**config.mk**
```make
export PLATFORM = sky130hd
export DESIGN_NAME = linear_interp_stereo_resampler_unit_flat
export DESIGN_NICKNAME = d
export VERILOG_FILES = /design/src/lisr_pkg.sv /design/src/lisr_if.sv /design/src/linear_interp_stereo_resampler_unit.sv /design/src/flat_wrapper.sv
export SDC_FILE = /design/constraint.sdc
export NUM_CORES = 1
export LEC_CHECK = 0
export ABC_CLOCK_PERIOD_IN_PS = 11200
export BUFFER_PORTS_ARGS = -buffer_cell sky130_fd_sc_hd__buf_2
export CORE_AREA = 8 8 195 197
export DETAILED_ROUTE_END_ITERATION = 6
export DIE_AREA = 0 0 203 205
export PLACE_DENSITY = 0.78
export SYNTH_ARGS = -nofsm -noshare
export SYNTH_HDL_FRONTEND = slang
export SYNTH_SLANG_ARGS = --single-unit
```
**constraint.sdc**
```tcl
create_clock -name clk_i -period 11.2 [get_ports clk_i]
set_clock_uncertainty 0.2 [all_clocks]
set_input_delay 2.24 -clock clk_i [delete_from_list [all_inputs] [get_ports clk_i]]
set_output_delay 2.24 -clock clk_i [all_outputs]
set_load 0.02 [all_outputs]
```
**src/lisr_pkg.sv**
```systemverilog
// package with constants and types of the linear interpolation resampler
`timescale 1ns / 1ps
package lisr_pkg;

  localparam int unsigned SAMPLE_BITS_DEF = 16;
  localparam int unsigned FRAC_BITS_DEF   = 16;
  localparam int unsigned CFG_IDX_W       = 2;

  typedef enum logic [CFG_IDX_W-1:0] {
    CFG_STEP     = 2'd0,
    CFG_OUT_MONO = 2'd1,
    CFG_SRC_MONO = 2'd2
  } cfg_idx_e;

  typedef enum logic [1:0] {
    ST_IDLE,
    ST_LEFT,
    ST_RIGHT,
    ST_EMIT
  } state_e;

endpackage

```
**src/lisr_if.sv**
```systemverilog
// stream interfaces for source frames and resampled frames
`timescale 1ns / 1ps
interface lisr_in_if #(
  parameter int unsigned SAMPLE_BITS = 16
);
  logic                          valid;
  logic                          ready;
  logic signed [SAMPLE_BITS-1:0] in_left;
  logic signed [SAMPLE_BITS-1:0] in_right;

  modport source (output valid, output in_left, output in_right, input ready);
  modport sink   (input valid, input in_left, input in_right, output ready);
endinterface

interface lisr_out_if #(
  parameter int unsigned SAMPLE_BITS = 16
);
  logic                          valid;
  logic                          ready;
  logic signed [SAMPLE_BITS-1:0] out_left;
  logic signed [SAMPLE_BITS-1:0] out_right;
  logic                          last_of_run;

  modport source (output valid, output out_left, output out_right, output last_of_run,
                  input ready);
  modport sink   (input valid, input out_left, input out_right, input last_of_run,
                  output ready);
endinterface

```
**src/linear_interp_stereo_resampler_unit.sv**
```systemverilog
// top level of the linear interpolation stereo resampler
//
//  channel | dir | handshake           | payload
//  in_i    | in  | in_i.valid/ready    | in_left, in_right
//  out_o   | out | out_o.valid/ready   | out_left, out_right, last_of_run
//  cfg     | in  | cfg_we_i            | cfg_idx_i, cfg_data_i
//
//  an item that causes no result leaves the block idle
//  each result passes three steps: left product, right product, emit; one multiplier
//  is shared by both channels, and the block takes no new item until its run ends
//  reset clears phase, previous frame, mono flags and output valid, sets step to 1.0; no clearing pass
//  a full output register stalls the emit step until out_o.ready
`timescale 1ns / 1ps
module linear_interp_stereo_resampler_unit
  import lisr_pkg::*;
#(
  parameter int unsigned SAMPLE_BITS = SAMPLE_BITS_DEF,
  parameter int unsigned FRAC_BITS   = FRAC_BITS_DEF
) (
  input  logic                   clk_i,
  input  logic                   rst_ni,
  lisr_in_if.sink                in_i,
  lisr_out_if.source             out_o,
  input  logic                   cfg_we_i,
  input  logic [CFG_IDX_W-1:0]   cfg_idx_i,
  input  logic [FRAC_BITS+2:0]   cfg_data_i
);

  localparam int unsigned SW = SAMPLE_BITS;
  localparam int unsigned FW = FRAC_BITS;
  localparam int unsigned PW = FW + 4;
  localparam int unsigned TW = FW + 3;
  localparam int unsigned MW = SW + FW + 2;
  localparam logic [TW-1:0] STEP_MIN  = TW'(1) << (FW - 6);
  localparam logic [TW-1:0] STEP_RST  = TW'(1) << FW;
  localparam logic [PW-1:0] PHASE_ONE = PW'(1) << FW;

  state_e state_q, state_d;

  logic [TW-1:0]        step_q;
  logic                 out_mono_q, src_mono_q;
  logic [PW-1:0]        phase_q, phase_d;
  logic                 have_prev_q;
  logic signed [SW-1:0] prev_l_q, prev_r_q, cur_l_q, cur_r_q;
  logic signed [SW-1:0] lerp_l_q, lerp_r_q;
  logic                 out_valid_q;
  logic signed [SW-1:0] out_l_q, out_r_q;
  logic                 out_last_q;

  logic                 accept;
  logic signed [SW-1:0] in_r_eff;
  logic                 phase_ge_one;
  logic [TW-1:0]        step_eff;
  logic [PW-1:0]        phase_sum;
  logic                 run_end;
  logic                 out_load;
  logic                 sel_right;
  logic signed [SW-1:0] mul_base, mul_cur;
  logic signed [SW:0]   mul_diff;
  logic signed [MW-1:0] mul_prod;
  logic signed [SW:0]   lerp_sum;
  logic signed [SW-1:0] lerp_res;
  logic signed [SW:0]   mix_sum;
  logic signed [SW-1:0] emit_l, emit_r;

  assign accept       = in_i.valid && in_i.ready;
  assign in_r_eff     = src_mono_q ? in_i.in_left : in_i.in_right;
  assign phase_ge_one = |phase_q[PW-1:FW];
  assign step_eff     = (step_q < STEP_MIN) ? STEP_MIN : step_q;
  assign phase_sum    = phase_q + {1'b0, step_eff};
  assign run_end      = |phase_sum[PW-1:FW];
  assign out_load     = (state_q == ST_EMIT) && (!out_valid_q || out_o.ready);

  // shared interpolation unit
  assign mul_base = sel_right ? prev_r_q : prev_l_q;
  assign mul_cur  = sel_right ? cur_r_q : cur_l_q;
  assign mul_diff = {mul_cur[SW-1], mul_cur} - {mul_base[SW-1], mul_base};
  assign mul_prod = MW'(mul_diff) * $signed({1'b0, phase_q[FW-1:0]});
  assign lerp_sum = {mul_base[SW-1], mul_base} + mul_prod[FW+SW:FW];
  assign lerp_res = lerp_sum[SW-1:0];

  // mono mix
  assign mix_sum = {lerp_l_q[SW-1], lerp_l_q} + {lerp_r_q[SW-1], lerp_r_q};
  assign emit_l  = out_mono_q ? mix_sum[SW:1] : lerp_l_q;
  assign emit_r  = out_mono_q ? mix_sum[SW:1] : lerp_r_q;

  always_comb begin
    state_d = state_q;
    unique case (state_q)
      ST_IDLE: begin
        if (accept && have_prev_q && !phase_ge_one) begin
          state_d = ST_LEFT;
        end
      end
      ST_LEFT:  state_d = ST_RIGHT;
      ST_RIGHT: state_d = ST_EMIT;
      ST_EMIT: begin
        if (out_load) begin
          state_d = run_end ? ST_IDLE : ST_LEFT;
        end
      end
      default:  state_d = ST_IDLE;
    endcase
  end

  always_comb begin
    in_i.ready = (state_q == ST_IDLE);
    sel_right  = (state_q == ST_RIGHT);
    phase_d    = phase_q;
    if (accept && have_prev_q && phase_ge_one) begin
      phase_d = phase_q - PHASE_ONE;
    end else if (out_load) begin
      phase_d = run_end ? (phase_sum - PHASE_ONE) : phase_sum;
    end
  end

  assign out_o.valid       = out_valid_q;
  assign out_o.out_left    = out_l_q;
  assign out_o.out_right   = out_r_q;
  assign out_o.last_of_run = out_last_q;

  always_ff @(posedge clk_i or negedge rst_ni) begin
    if (!rst_ni) begin
      state_q     <= ST_IDLE;
      step_q      <= STEP_RST;
      out_mono_q  <= 1'b0;
      src_mono_q  <= 1'b0;
      phase_q     <= '0;
      have_prev_q <= 1'b0;
      prev_l_q    <= '0;
      prev_r_q    <= '0;
      out_valid_q <= 1'b0;
    end else begin
      state_q <= state_d;
      phase_q <= phase_d;
      if (cfg_we_i) begin
        unique case (cfg_idx_i)
          CFG_STEP:     step_q     <= cfg_data_i;
          CFG_OUT_MONO: out_mono_q <= cfg_data_i[0];
          CFG_SRC_MONO: src_mono_q <= cfg_data_i[0];
          default: ;
        endcase
      end
      if (accept) begin
        have_prev_q <= 1'b1;
        if (!have_prev_q || phase_ge_one) begin
          prev_l_q <= in_i.in_left;
          prev_r_q <= in_r_eff;
        end
      end else if (out_load && run_end) begin
        prev_l_q <= cur_l_q;
        prev_r_q <= cur_r_q;
      end
      if (out_load) begin
        out_valid_q <= 1'b1;
      end else if (out_o.ready) begin
        out_valid_q <= 1'b0;
      end
    end
  end

  // payload registers
  always_ff @(posedge clk_i) begin
    if (accept) begin
      cur_l_q <= in_i.in_left;
      cur_r_q <= in_r_eff;
    end
    if (state_q == ST_LEFT) begin
      lerp_l_q <= lerp_res;
    end
    if (state_q == ST_RIGHT) begin
      lerp_r_q <= lerp_res;
    end
    if (out_load) begin
      out_l_q    <= emit_l;
      out_r_q    <= emit_r;
      out_last_q <= run_end;
    end
  end

endmodule

```
**src/flat_wrapper.sv**
```systemverilog
// flat-port wrapper written by rule: the top's interface ports become plain ports
module linear_interp_stereo_resampler_unit_flat import lisr_pkg::*;
#(
  parameter int unsigned SAMPLE_BITS = SAMPLE_BITS_DEF,
  parameter int unsigned FRAC_BITS   = FRAC_BITS_DEF
)
  (clk_i, rst_ni, cfg_we_i, cfg_idx_i, cfg_data_i, in_i_valid, in_i_in_left, in_i_in_right, in_i_ready, out_o_valid, out_o_out_left, out_o_out_right, out_o_last_of_run, out_o_ready);
  lisr_in_if #(.SAMPLE_BITS(SAMPLE_BITS)) in_i_i ();
  lisr_out_if #(.SAMPLE_BITS(SAMPLE_BITS)) out_o_i ();
  input  logic clk_i;
  input  logic rst_ni;
  input  logic cfg_we_i;
  input  logic [CFG_IDX_W-1:0] cfg_idx_i;
  input  logic [FRAC_BITS+2:0] cfg_data_i;
  input wire logic [$bits(in_i_i.valid)-1:0] in_i_valid;
  input wire logic [$bits(in_i_i.in_left)-1:0] in_i_in_left;
  input wire logic [$bits(in_i_i.in_right)-1:0] in_i_in_right;
  output wire logic [$bits(in_i_i.ready)-1:0] in_i_ready;
  output wire logic [$bits(out_o_i.valid)-1:0] out_o_valid;
  output wire logic [$bits(out_o_i.out_left)-1:0] out_o_out_left;
  output wire logic [$bits(out_o_i.out_right)-1:0] out_o_out_right;
  output wire logic [$bits(out_o_i.last_of_run)-1:0] out_o_last_of_run;
  input wire logic [$bits(out_o_i.ready)-1:0] out_o_ready;
  assign in_i_i.valid = in_i_valid;
  assign in_i_i.in_left = in_i_in_left;
  assign in_i_i.in_right = in_i_in_right;
  assign in_i_ready = in_i_i.ready;
  assign out_o_valid = out_o_i.valid;
  assign out_o_out_left = out_o_i.out_left;
  assign out_o_out_right = out_o_i.out_right;
  assign out_o_last_of_run = out_o_i.last_of_run;
  assign out_o_i.ready = out_o_ready;
  linear_interp_stereo_resampler_unit #(.SAMPLE_BITS(SAMPLE_BITS), .FRAC_BITS(FRAC_BITS)) u_core (.clk_i(clk_i), .rst_ni(rst_ni), .in_i(in_i_i), .out_o(out_o_i), .cfg_we_i(cfg_we_i), .cfg_idx_i(cfg_idx_i), .cfg_data_i(cfg_data_i));
endmodule
```
==> flow_summary.json, run 1 <==
{
  "cpPeakStageDelay_ps": 540,
  "grt-ovfl-total": 0,
  "worst_pin_slew_ps": 1247,
  "wl_per_cell_um": 18.31,
  "crit_end": "u_core.lerp_r_q[15]",
  "die_w_um": 203,
  "drive_above_1_share_pct": 15.20,
  "rr_startpoint": "u_core.state_q[0]",
  "clkSinkCount": 174,
  "cp.required_ps": 11180,
  "ios": 93,
  "netlist_instances": 2039,
  "synthAdderAreaFrac_pct": 36.49,
  "cp_max_fo": 7,
  "gp_congestion": 0.9141,
  "yosysMostFrequentCell": "inv_1",
  "timing.slew.headroom_pct": 16.86,
  "hold_slack_ps": 282.4,
  "drt-initial-drc-count": 959,
  "cts_tree": "yes",
  "seq_area_frac_synth_pct": 24.37,
  "avgSynthCellArea_um2": 9.743,
  "ys.flop_type": "edfxtp_1",
  "die_h_um": 205,
  "die_area_um2": 41620,
  "yosysWarnings": 0,
  "largest_reg_flops": 20,
  "core_um2": 34960,
  "synth_compound_area_share_pct": 8.124,
  "ys_types": 74,
  "yosys-top-cells-count": "inv_1 (397), fa_1 (269), nand2_1 (250)",
  "dp.cells": 2548,
  "setup_viol": 0,
  "hold_buffers": 0,
  "synth-xor-area-share_pct": 3.873,
  "placed_cell_area_um2": 20900,
  "syn_area_um2": 19870,
  "grt_max_degree": 70,
  "grt_pass1_wl_um": 77600,
  "rows": 69,
  "drv_slew": 0,
  "min_period_ps": 11000,
  "synth_edf_count": 97,
  "cts_buffers": 17,
  "cp_common_cell": "fa_1",
  "synth-seq-cells": 174,
  "clock_insertion_delay_worst_skew_ps": 440,
  "area_growth_pct": 11.16,
  "syn-num-nets": 2510,
  "ctsRootBufferMaster": "clkbuf_16",
  "antenna_found_initial": 0,
  "cts.clk_slew.worst_paths_ps": 60,
  "status": "finished clean",
  "wl_um": 47720,
  "regMostFlops": "u_core.phase_q",
  "dp_hpwl_um": 35730,
  "setup_tns_ps": 0,
  "crit_slowest_cell": "fa_1",
  "drcViolationCount": 0,
  "synthMuxAreaShare_pct": 5.076,
  "cp-start-kind": "flip-flop",
  "numPortBuffers": 92,
  "synth_top_area_cell": "fa_1",
  "fillers": 2724,
  "grt_pass1_vias": 15918,
  "grt_usage_pct": 23.08,
  "ant_nets": 0,
  "n_antenna_cell": 0,
  "timing.rr.end": "u_core.lerp_r_q[15]",
  "top_regs": "u_core.phase_q x20, u_core.step_q x19",
  "stdcell_count": 2606,
  "fmax_ghz": 0.09094,
  "viasPerCell": 5.633,
  "dr.pass1.iters": 5,
  "ff2ff_path_depth": 46,
  "design_area_um2": 22080,
  "dr_total_vias": 14680,
  "fin_nets": 2603,
  "crit_start": "u_core.state_q[0]",
  "hold_path_class": "reg2reg",
  "yosys.area.top_type_share_pct": 27.11,
  "async_flop_share_pct": 44.25,
  "finalHoldViolCount": 0,
  "critPathKind": "reg2reg",
  "initial_utilization_pct": 56.82,
  "rsz0062_at_grt": "true",
  "clk_path_buf_depth": 2,
  "worstSetupEndpointType": "flip-flop",
  "synth-simple-area-share_pct": 13.04,
  "maxCapViolations": 0,
  "synth_top_family_by_area": "adder cells",
  "arrival_ps": 10980,
  "r2r_setup_slack_ps": 200,
  "fin_crit_sh_pct": 98.18,
  "h-tree-depth": 4,
  "synth_area_leaders": "fa_1 (27%), edfxtp_1 (15%), dfrtp_1 (9.6%)"
}
-- area by class of cell --
type	instances	area, um2	share of cell area (%)
multi-input cells	1392	13640	61.76
inverters	398	1494	6.765
well taps	461	576.8	2.612
repair buffers	149	952.2	4.312
flip-flops and latches	174	4841	21.92
clock inverters	12	103.9	0.4703
clock buffers	20	478.0	2.164
-- worst max-delay path, delay by kind of cell (launching register included) --
family / cells / cell delay (ps)
multiplexers: 1 / 340
AO/OA/AOI/OAI: 16 / 3180
flip-flops: 1 / 390
adder cells (fa/ha/maj): 14 / 5040
XOR/XNOR: 3 / 560
buffers and inverters: 9 / 560
AND/OR/NAND/NOR: 3 / 430
-- through the flow --
step	util (%)	setup WS, ps
4_1_cts	61.64	13.15
3_5_place_dp	59.79	-55.20
5_1_grt	63.16	-187.3
2_1_floorplan	-	34.12
6_report	63.16	203.4
3_3_place_gp	59.79	172.3
-- cells by family (layout without fill, tap and decap cells) --
family	after synthesis	in the layout
buf+inv	473	579
xor+xnor	87	87
flops	174	174
mux	92	92
fa+ha+maj	419	419
simple gates	544	544
compound gates	250	250
-- layout by cell type, fill, tap and decap left out, drive strengths merged, types with 32 or more instances in the layout --
cell,netlist,layout
buf,13,148
fa,269,269
dfrtp,76,76
and2,122,122
o21ai,93,93
mux2i,32,32
a21oi,40,40
nor2,72,72
xnor2,65,65
mux2,60,60
nand2,251,251
ha,144,144
inv,398,404
edfxtp,97,97
-- worst min-delay path by stage --
stage,to,startpoint,slack [ps],cells after the start
detailed placement,u_core.prev_r_q[6],u_core.prev_r_q[6],270,2
global placement,u_core.prev_r_q[6],u_core.prev_r_q[6],260,2
global route,u_core.prev_r_q[15],u_core.prev_r_q[15],320,2
CTS,u_core.prev_r_q[6],u_core.prev_r_q[6],280,2
floorplan,u_core.prev_r_q[0],u_core.prev_r_q[0],240,2
finish,u_core.prev_r_q[9],u_core.prev_r_q[9],280,2
-- repair_timing --
item,in CTS,in global routing
endpoints found under the hold margin,0,0
gates cloned,0,1
pin swaps,2,35
setup buffers,2,23
resized for setup,10,70
setup endpoints to repair,4,14
-- layer usage --
| layer | wire length, um | global-route usage (%) | vias up |
|---|---|---|---|
| met3 | 2704 | 3.226 | 150 |
| met1 | 18720 | 27.99 | 7350 |
| li1 | - | - | 6638 |
| met2 | 24410 | 40.83 | 542 |
| met5 | 0 | 0 | - |
| met4 | 1885 | 9.868 | 0 |
Power of run 1 is left out: the tool's default activity adds up to more than one toggle a clock period on the data nets, which glitch-free logic cannot reach.
==> run 2: changes to the inputs <==
--- a/config.mk
+++ b/config.mk
@@ -6,11 +6,12 @@
 export NUM_CORES = 1
 export LEC_CHECK = 0
 export ABC_CLOCK_PERIOD_IN_PS = 11200
-export BUFFER_PORTS_ARGS = -buffer_cell sky130_fd_sc_hd__buf_2
-export CORE_AREA = 8 8 195 197
+export CORE_AREA = 8 8 191 193
 export DETAILED_ROUTE_END_ITERATION = 6
-export DIE_AREA = 0 0 203 205
+export DIE_AREA = 0 0 199 201
+export DONT_BUFFER_PORTS = 1
 export PLACE_DENSITY = 0.78
+export SETUP_SLACK_MARGIN = 0.3
 export SYNTH_ARGS = -nofsm -noshare
 export SYNTH_HDL_FRONTEND = slang
 export SYNTH_SLANG_ARGS = --single-unit
==> flow_summary.json, run 2 (same netlist as run 1, synthesis figures left out) <==
{
  "grt-ovfl-total": 0,
  "drive_above_1_share_pct": 11.15,
  "cts.clk_slew.worst_paths_ps": 70,
  "hold_buffers": 0,
  "grt_usage_pct": 23.20,
  "wl_um": 45430,
  "cts_tree": "yes",
  "r2r_setup_slack_ps": 430,
  "regMostFlops": "u_core.phase_q",
  "ctsRootBufferMaster": "clkbuf_16",
  "clkSinkCount": 174,
  "seq_area_um2": 4841,
  "finalHoldViolCount": 0,
  "fillers": 2549,
  "cp-start-kind": "flip-flop",
  "dr.pass1.iters": 5,
  "dp_hpwl_um": 35490,
  "worst_pin_slew_ps": 997.7,
  "top_regs": "u_core.phase_q x20, u_core.step_q x19",
  "area_growth_pct": 8.937,
  "die_h_um": 201,
  "initial_utilization_pct": 59.69,
  "ant_nets": 0,
  "hold_path_class": "reg2reg",
  "cts_buffers": 17,
  "rsz0062_at_grt": "true",
  "antenna_found_initial": 0,
  "design_area_um2": 21640,
  "cp_max_fo": 10,
  "cp_common_cell": "fa_1",
  "viasPerCell": 5.616,
  "setup_viol": 0,
  "grt_max_degree": 78,
  "die_w_um": 199,
  "clock_insertion_delay_worst_skew_ps": 430,
  "grt_pass1_wl_um": 74870,
  "cp.buffers_inverters": 9,
  "core_um2": 33280,
  "rows": 67,
  "grt_pass1_vias": 15184,
  "worstSetupEndpointType": "flip-flop",
  "cp_top_family": "adder cells",
  "most-common-layout-cells": "inv_1 (394), fa_1 (267), nand2_1 (249)",
  "wl_per_cell_um": 18.16,
  "drv_slew": 0,
  "die_area_um2": 40000,
  "hold_slack_ps": 283.3,
  "ios": 93,
  "timing.slew.headroom_pct": 33.16,
  "min_period_ps": 10770,
  "crit_slowest_cell": "fa_1",
  "drcViolationCount": 0,
  "gp_congestion": 0.8942,
  "maxCapViolations": 0,
  "clk_path_buf_depth": 2,
  "arrival_ps": 10750,
  "largest_reg_flops": 20,
  "dr_total_vias": 14050,
  "setup_tns_ps": 0,
  "drt-initial-drc-count": 759,
  "placed_cell_area_um2": 20520,
  "cpPeakStageDelay_ps": 540,
  "layout_commonest_cell": "inv_1",
  "h-tree-depth": 4,
  "cp.required_ps": 11180,
  "fin_nets": 2511,
  "critPathKind": "reg2reg",
  "numPortBuffers": 0,
  "fmax_ghz": 0.09287,
  "multiInputGateArea_um2": 13720,
  "status": "finished clean",
  "fin_crit_sh_pct": 96.14
}
## run 2: repair_timing
action / CTS / global route
setup buffers: 7 / 23
setup endpoints to repair: 6 / 14
gates resized for setup: 5 / 49
pin swaps: 7 / 46
## run 2: layer usage
metal | vias up | track usage (%) | part of all wire [%]
li1 | 6444 | - | -
met1 | 7067 | 28.21 | 40
met2 | 430 | 40.83 | 52
met3 | 109 | 3.068 | 4.8
met4 | 0 | 9.531 | 3.6
met5 | - | 0 | 0
## run 2: final cells by class
cell class	instances	share of cell area [%]
antenna	1	0.01156
inverter	398	6.903
timing repair buffer	57	2.122
multi-input combinational	1392	63.42
clock inverter	13	0.4972
tap	448	2.590
sequential	174	22.37
clock buffer	19	2.093
## run 2: per-stage QoR
| step | std cells | util, % | setup WS (ps) |
|---|---|---|---|
| 5_1_grt | 2501 | 65.02 | 49.03 |
| 3_5_place_dp | 2439 | 61.66 | 87.56 |
| 4_1_cts | 2478 | 63.59 | 306.4 |
| 6_report | 2502 | 65.03 | 432.0 |
| 2_1_floorplan | 2039 | - | 303.5 |
| 3_3_place_gp | 2439 | 61.66 | 399.9 |
## run 2: worst paths after layout
path / end / depth (start not counted) / start
worst max-delay path: u_core.lerp_l_q[15] / 44 / u_core.state_q[0]
worst min-delay path: u_core.prev_r_q[12] / 2 / u_core.prev_r_q[12]
worst max register to register: u_core.lerp_l_q[15] / 44 / u_core.state_q[0]
worst min register to register: u_core.prev_r_q[12] / 2 / u_core.prev_r_q[12]
max in group asynchronous: u_core.step_q[16] / 0 / rst_ni
min in group asynchronous: u_core.phase_q[11] / 0 / rst_ni
## run 2: tightest hold or removal path, cell delays in order (launching register included)
cell,delay (ps)
dfrtp_1,350
nand2_1,50
o21ai_0,60
Power of run 2 is left out for the same reason.
==> run 3: changes to the inputs <==
--- a/config.mk
+++ b/config.mk
@@ -6,11 +6,12 @@
 export NUM_CORES = 1
 export LEC_CHECK = 0
 export ABC_CLOCK_PERIOD_IN_PS = 11200
-export CORE_AREA = 8 8 191 193
+export CORE_AREA = 8 8 190 192
+export CTS_BUF_LIST = sky130_fd_sc_hd__clkbuf_4 sky130_fd_sc_hd__clkbuf_8
 export DETAILED_ROUTE_END_ITERATION = 6
-export DIE_AREA = 0 0 199 201
+export DIE_AREA = 0 0 198 200
 export DONT_BUFFER_PORTS = 1
-export PLACE_DENSITY = 0.78
+export PLACE_DENSITY = 0.79
 export SETUP_SLACK_MARGIN = 0.3
 export SYNTH_ARGS = -nofsm -noshare
 export SYNTH_HDL_FRONTEND = slang
==> flow_summary.json, run 3 (same netlist as run 1, synthesis figures left out) <==
{
  "largest_reg_flops": 20,
  "fin_crit_sh_pct": 96.05,
  "viasPerCell": 5.643,
  "clock_insertion_delay_worst_skew_ps": 480,
  "cp.required_ps": 11220,
  "initial_utilization_pct": 60.00,
  "drcViolationCount": 0,
  "drv_slew": 0,
  "hold_path_class": "reg2reg",
  "grt_use_met2_pct": 41.79,
  "met1_usage_pct": 28.37,
  "fin_nets": 2520,
  "status": "finished clean",
  "grt_usage_pct": 23.41,
  "die_area_um2": 39600,
  "setup_tns_ps": 0,
  "cpPeakStageDelay_ps": 490,
  "critPathKind": "reg2reg",
  "ant_nets": 0,
  "cp.depth": 48,
  "die_h_um": 200,
  "finalCoreUtilization_pct": 65.24,
  "grt_busiest_layer": "met2",
  "crit_slowest_cell": "fa_1",
  "cp_top_family": "adder cells",
  "wl_um": 45280,
  "cp_common_cell": "fa_1",
  "grt_max_degree": 78,
  "maxCapViolations": 0,
  "wl_per_cell_um": 18.03,
  "grt_pass1_wl_um": 74130,
  "finalHoldViolCount": 0,
  "timing.slew.headroom_pct": 18.66,
  "dp_hpwl_um": 35350,
  "met3_usage_pct": 3.085,
  "worst_pin_slew_ps": 1220,
  "cp.buffers_inverters": 10,
  "cp_max_fo": 7,
  "layout_commonest_cell": "inv_1",
  "worstSetupEndpointType": "flip-flop",
  "antenna_found_initial": 0,
  "drt-initial-drc-count": 897,
  "h-tree-depth": 4,
  "grt-ovfl-total": 0,
  "hold-path-cell-count": 2,
  "most-common-layout-cells": "inv_1 (394), fa_1 (267), nand2_1 (250)",
  "dr.pass1.iters": 7,
  "regMostFlops": "u_core.phase_q",
  "dr_total_vias": 14169,
  "die_w_um": 198,
  "ff2ff_path_depth": 48,
  "clk_path_buf_depth": 2,
  "top_regs": "u_core.phase_q x20, u_core.step_q x19",
  "rows": 67,
  "numPortBuffers": 0,
  "cts_buffers": 17,
  "fmax_ghz": 0.09296,
  "cp-start-kind": "flip-flop",
  "cts.clk_slew.worst_paths_ps": 100,
  "cts_tree": "yes",
  "gp_congestion": 0.9412,
  "ctsRootBufferMaster": "clkbuf_8",
  "ios": 93,
  "rsz0062_at_grt": "true",
  "drive_above_1_share_pct": 11.83,
  "core_um2": 33110,
  "setup_viol": 0,
  "clkSinkCount": 174,
  "grt_pass1_vias": 15055,
  "min_period_ps": 10760,
  "arrival_ps": 10780,
  "area_growth_pct": 8.748
}
## run 3: path summary, 6_finish.rpt
path,start,to,slack (ps)
max in group asynchronous,rst_ni,u_core.step_q[16],9350
max,u_core.state_q[0],u_core.lerp_l_q[15],440
min reg2reg,u_core.prev_r_q[10],u_core.prev_r_q[10],290
min,u_core.prev_r_q[10],u_core.prev_r_q[10],290
min in group asynchronous,rst_ni,u_core.phase_q[10],1230
max reg2reg,u_core.state_q[0],u_core.lerp_l_q[15],440
## run 3: area by class of cell
type | count | area, um2
Fill cell | 2489 | 11510
Clock inverter | 15 | 196.4
Timing Repair Buffer | 66 | 524.3
Inverter | 398 | 1494
Antenna cell | 1 | 2.502
Sequential cell | 174 | 4841
Tap cell | 448 | 560.5
Clock buffer | 17 | 234.0
Multi-Input combinational cell | 1392 | 13750
## run 3: tightest hold or removal path, stage by stage (launching register included)
cell     delay (ps)
dfrtp_1         360
nand2_1          50
o21ai_0          60
## run 3: metal layers
metal	vias to the layer above	share of wire (%)
met5	-	0
met4	0	3.9
met3	119	4.7
met2	450	51
met1	7133	40
li1	6467	-
## run 3: through the flow
stage	std cells	cell area (um2)	hold slack, ps	setup WS, ps
finish	2511	21600	288.5	442.5
global placement	2437	20520	257.5	368.6
CTS	2476	21030	285.0	305.6
global route	2510	21600	305.5	78.76
detailed placement	2437	20520	264.8	125.4
floorplan	2039	20080	244.4	303.5
## run 3: timing repair
| item | CTS | global route |
|---|---|---|
| hold buffers | 0 | 0 |
| resized for setup | 4 | 52 |
| cloned | 0 | 0 |
| endpoints found under the setup margin | 6 | 14 |
| setup buffers | 7 | 34 |
| endpoints found under the hold margin | 0 | 0 |
| pin swaps | 4 | 55 |
Power of run 3 is left out for the same reason.
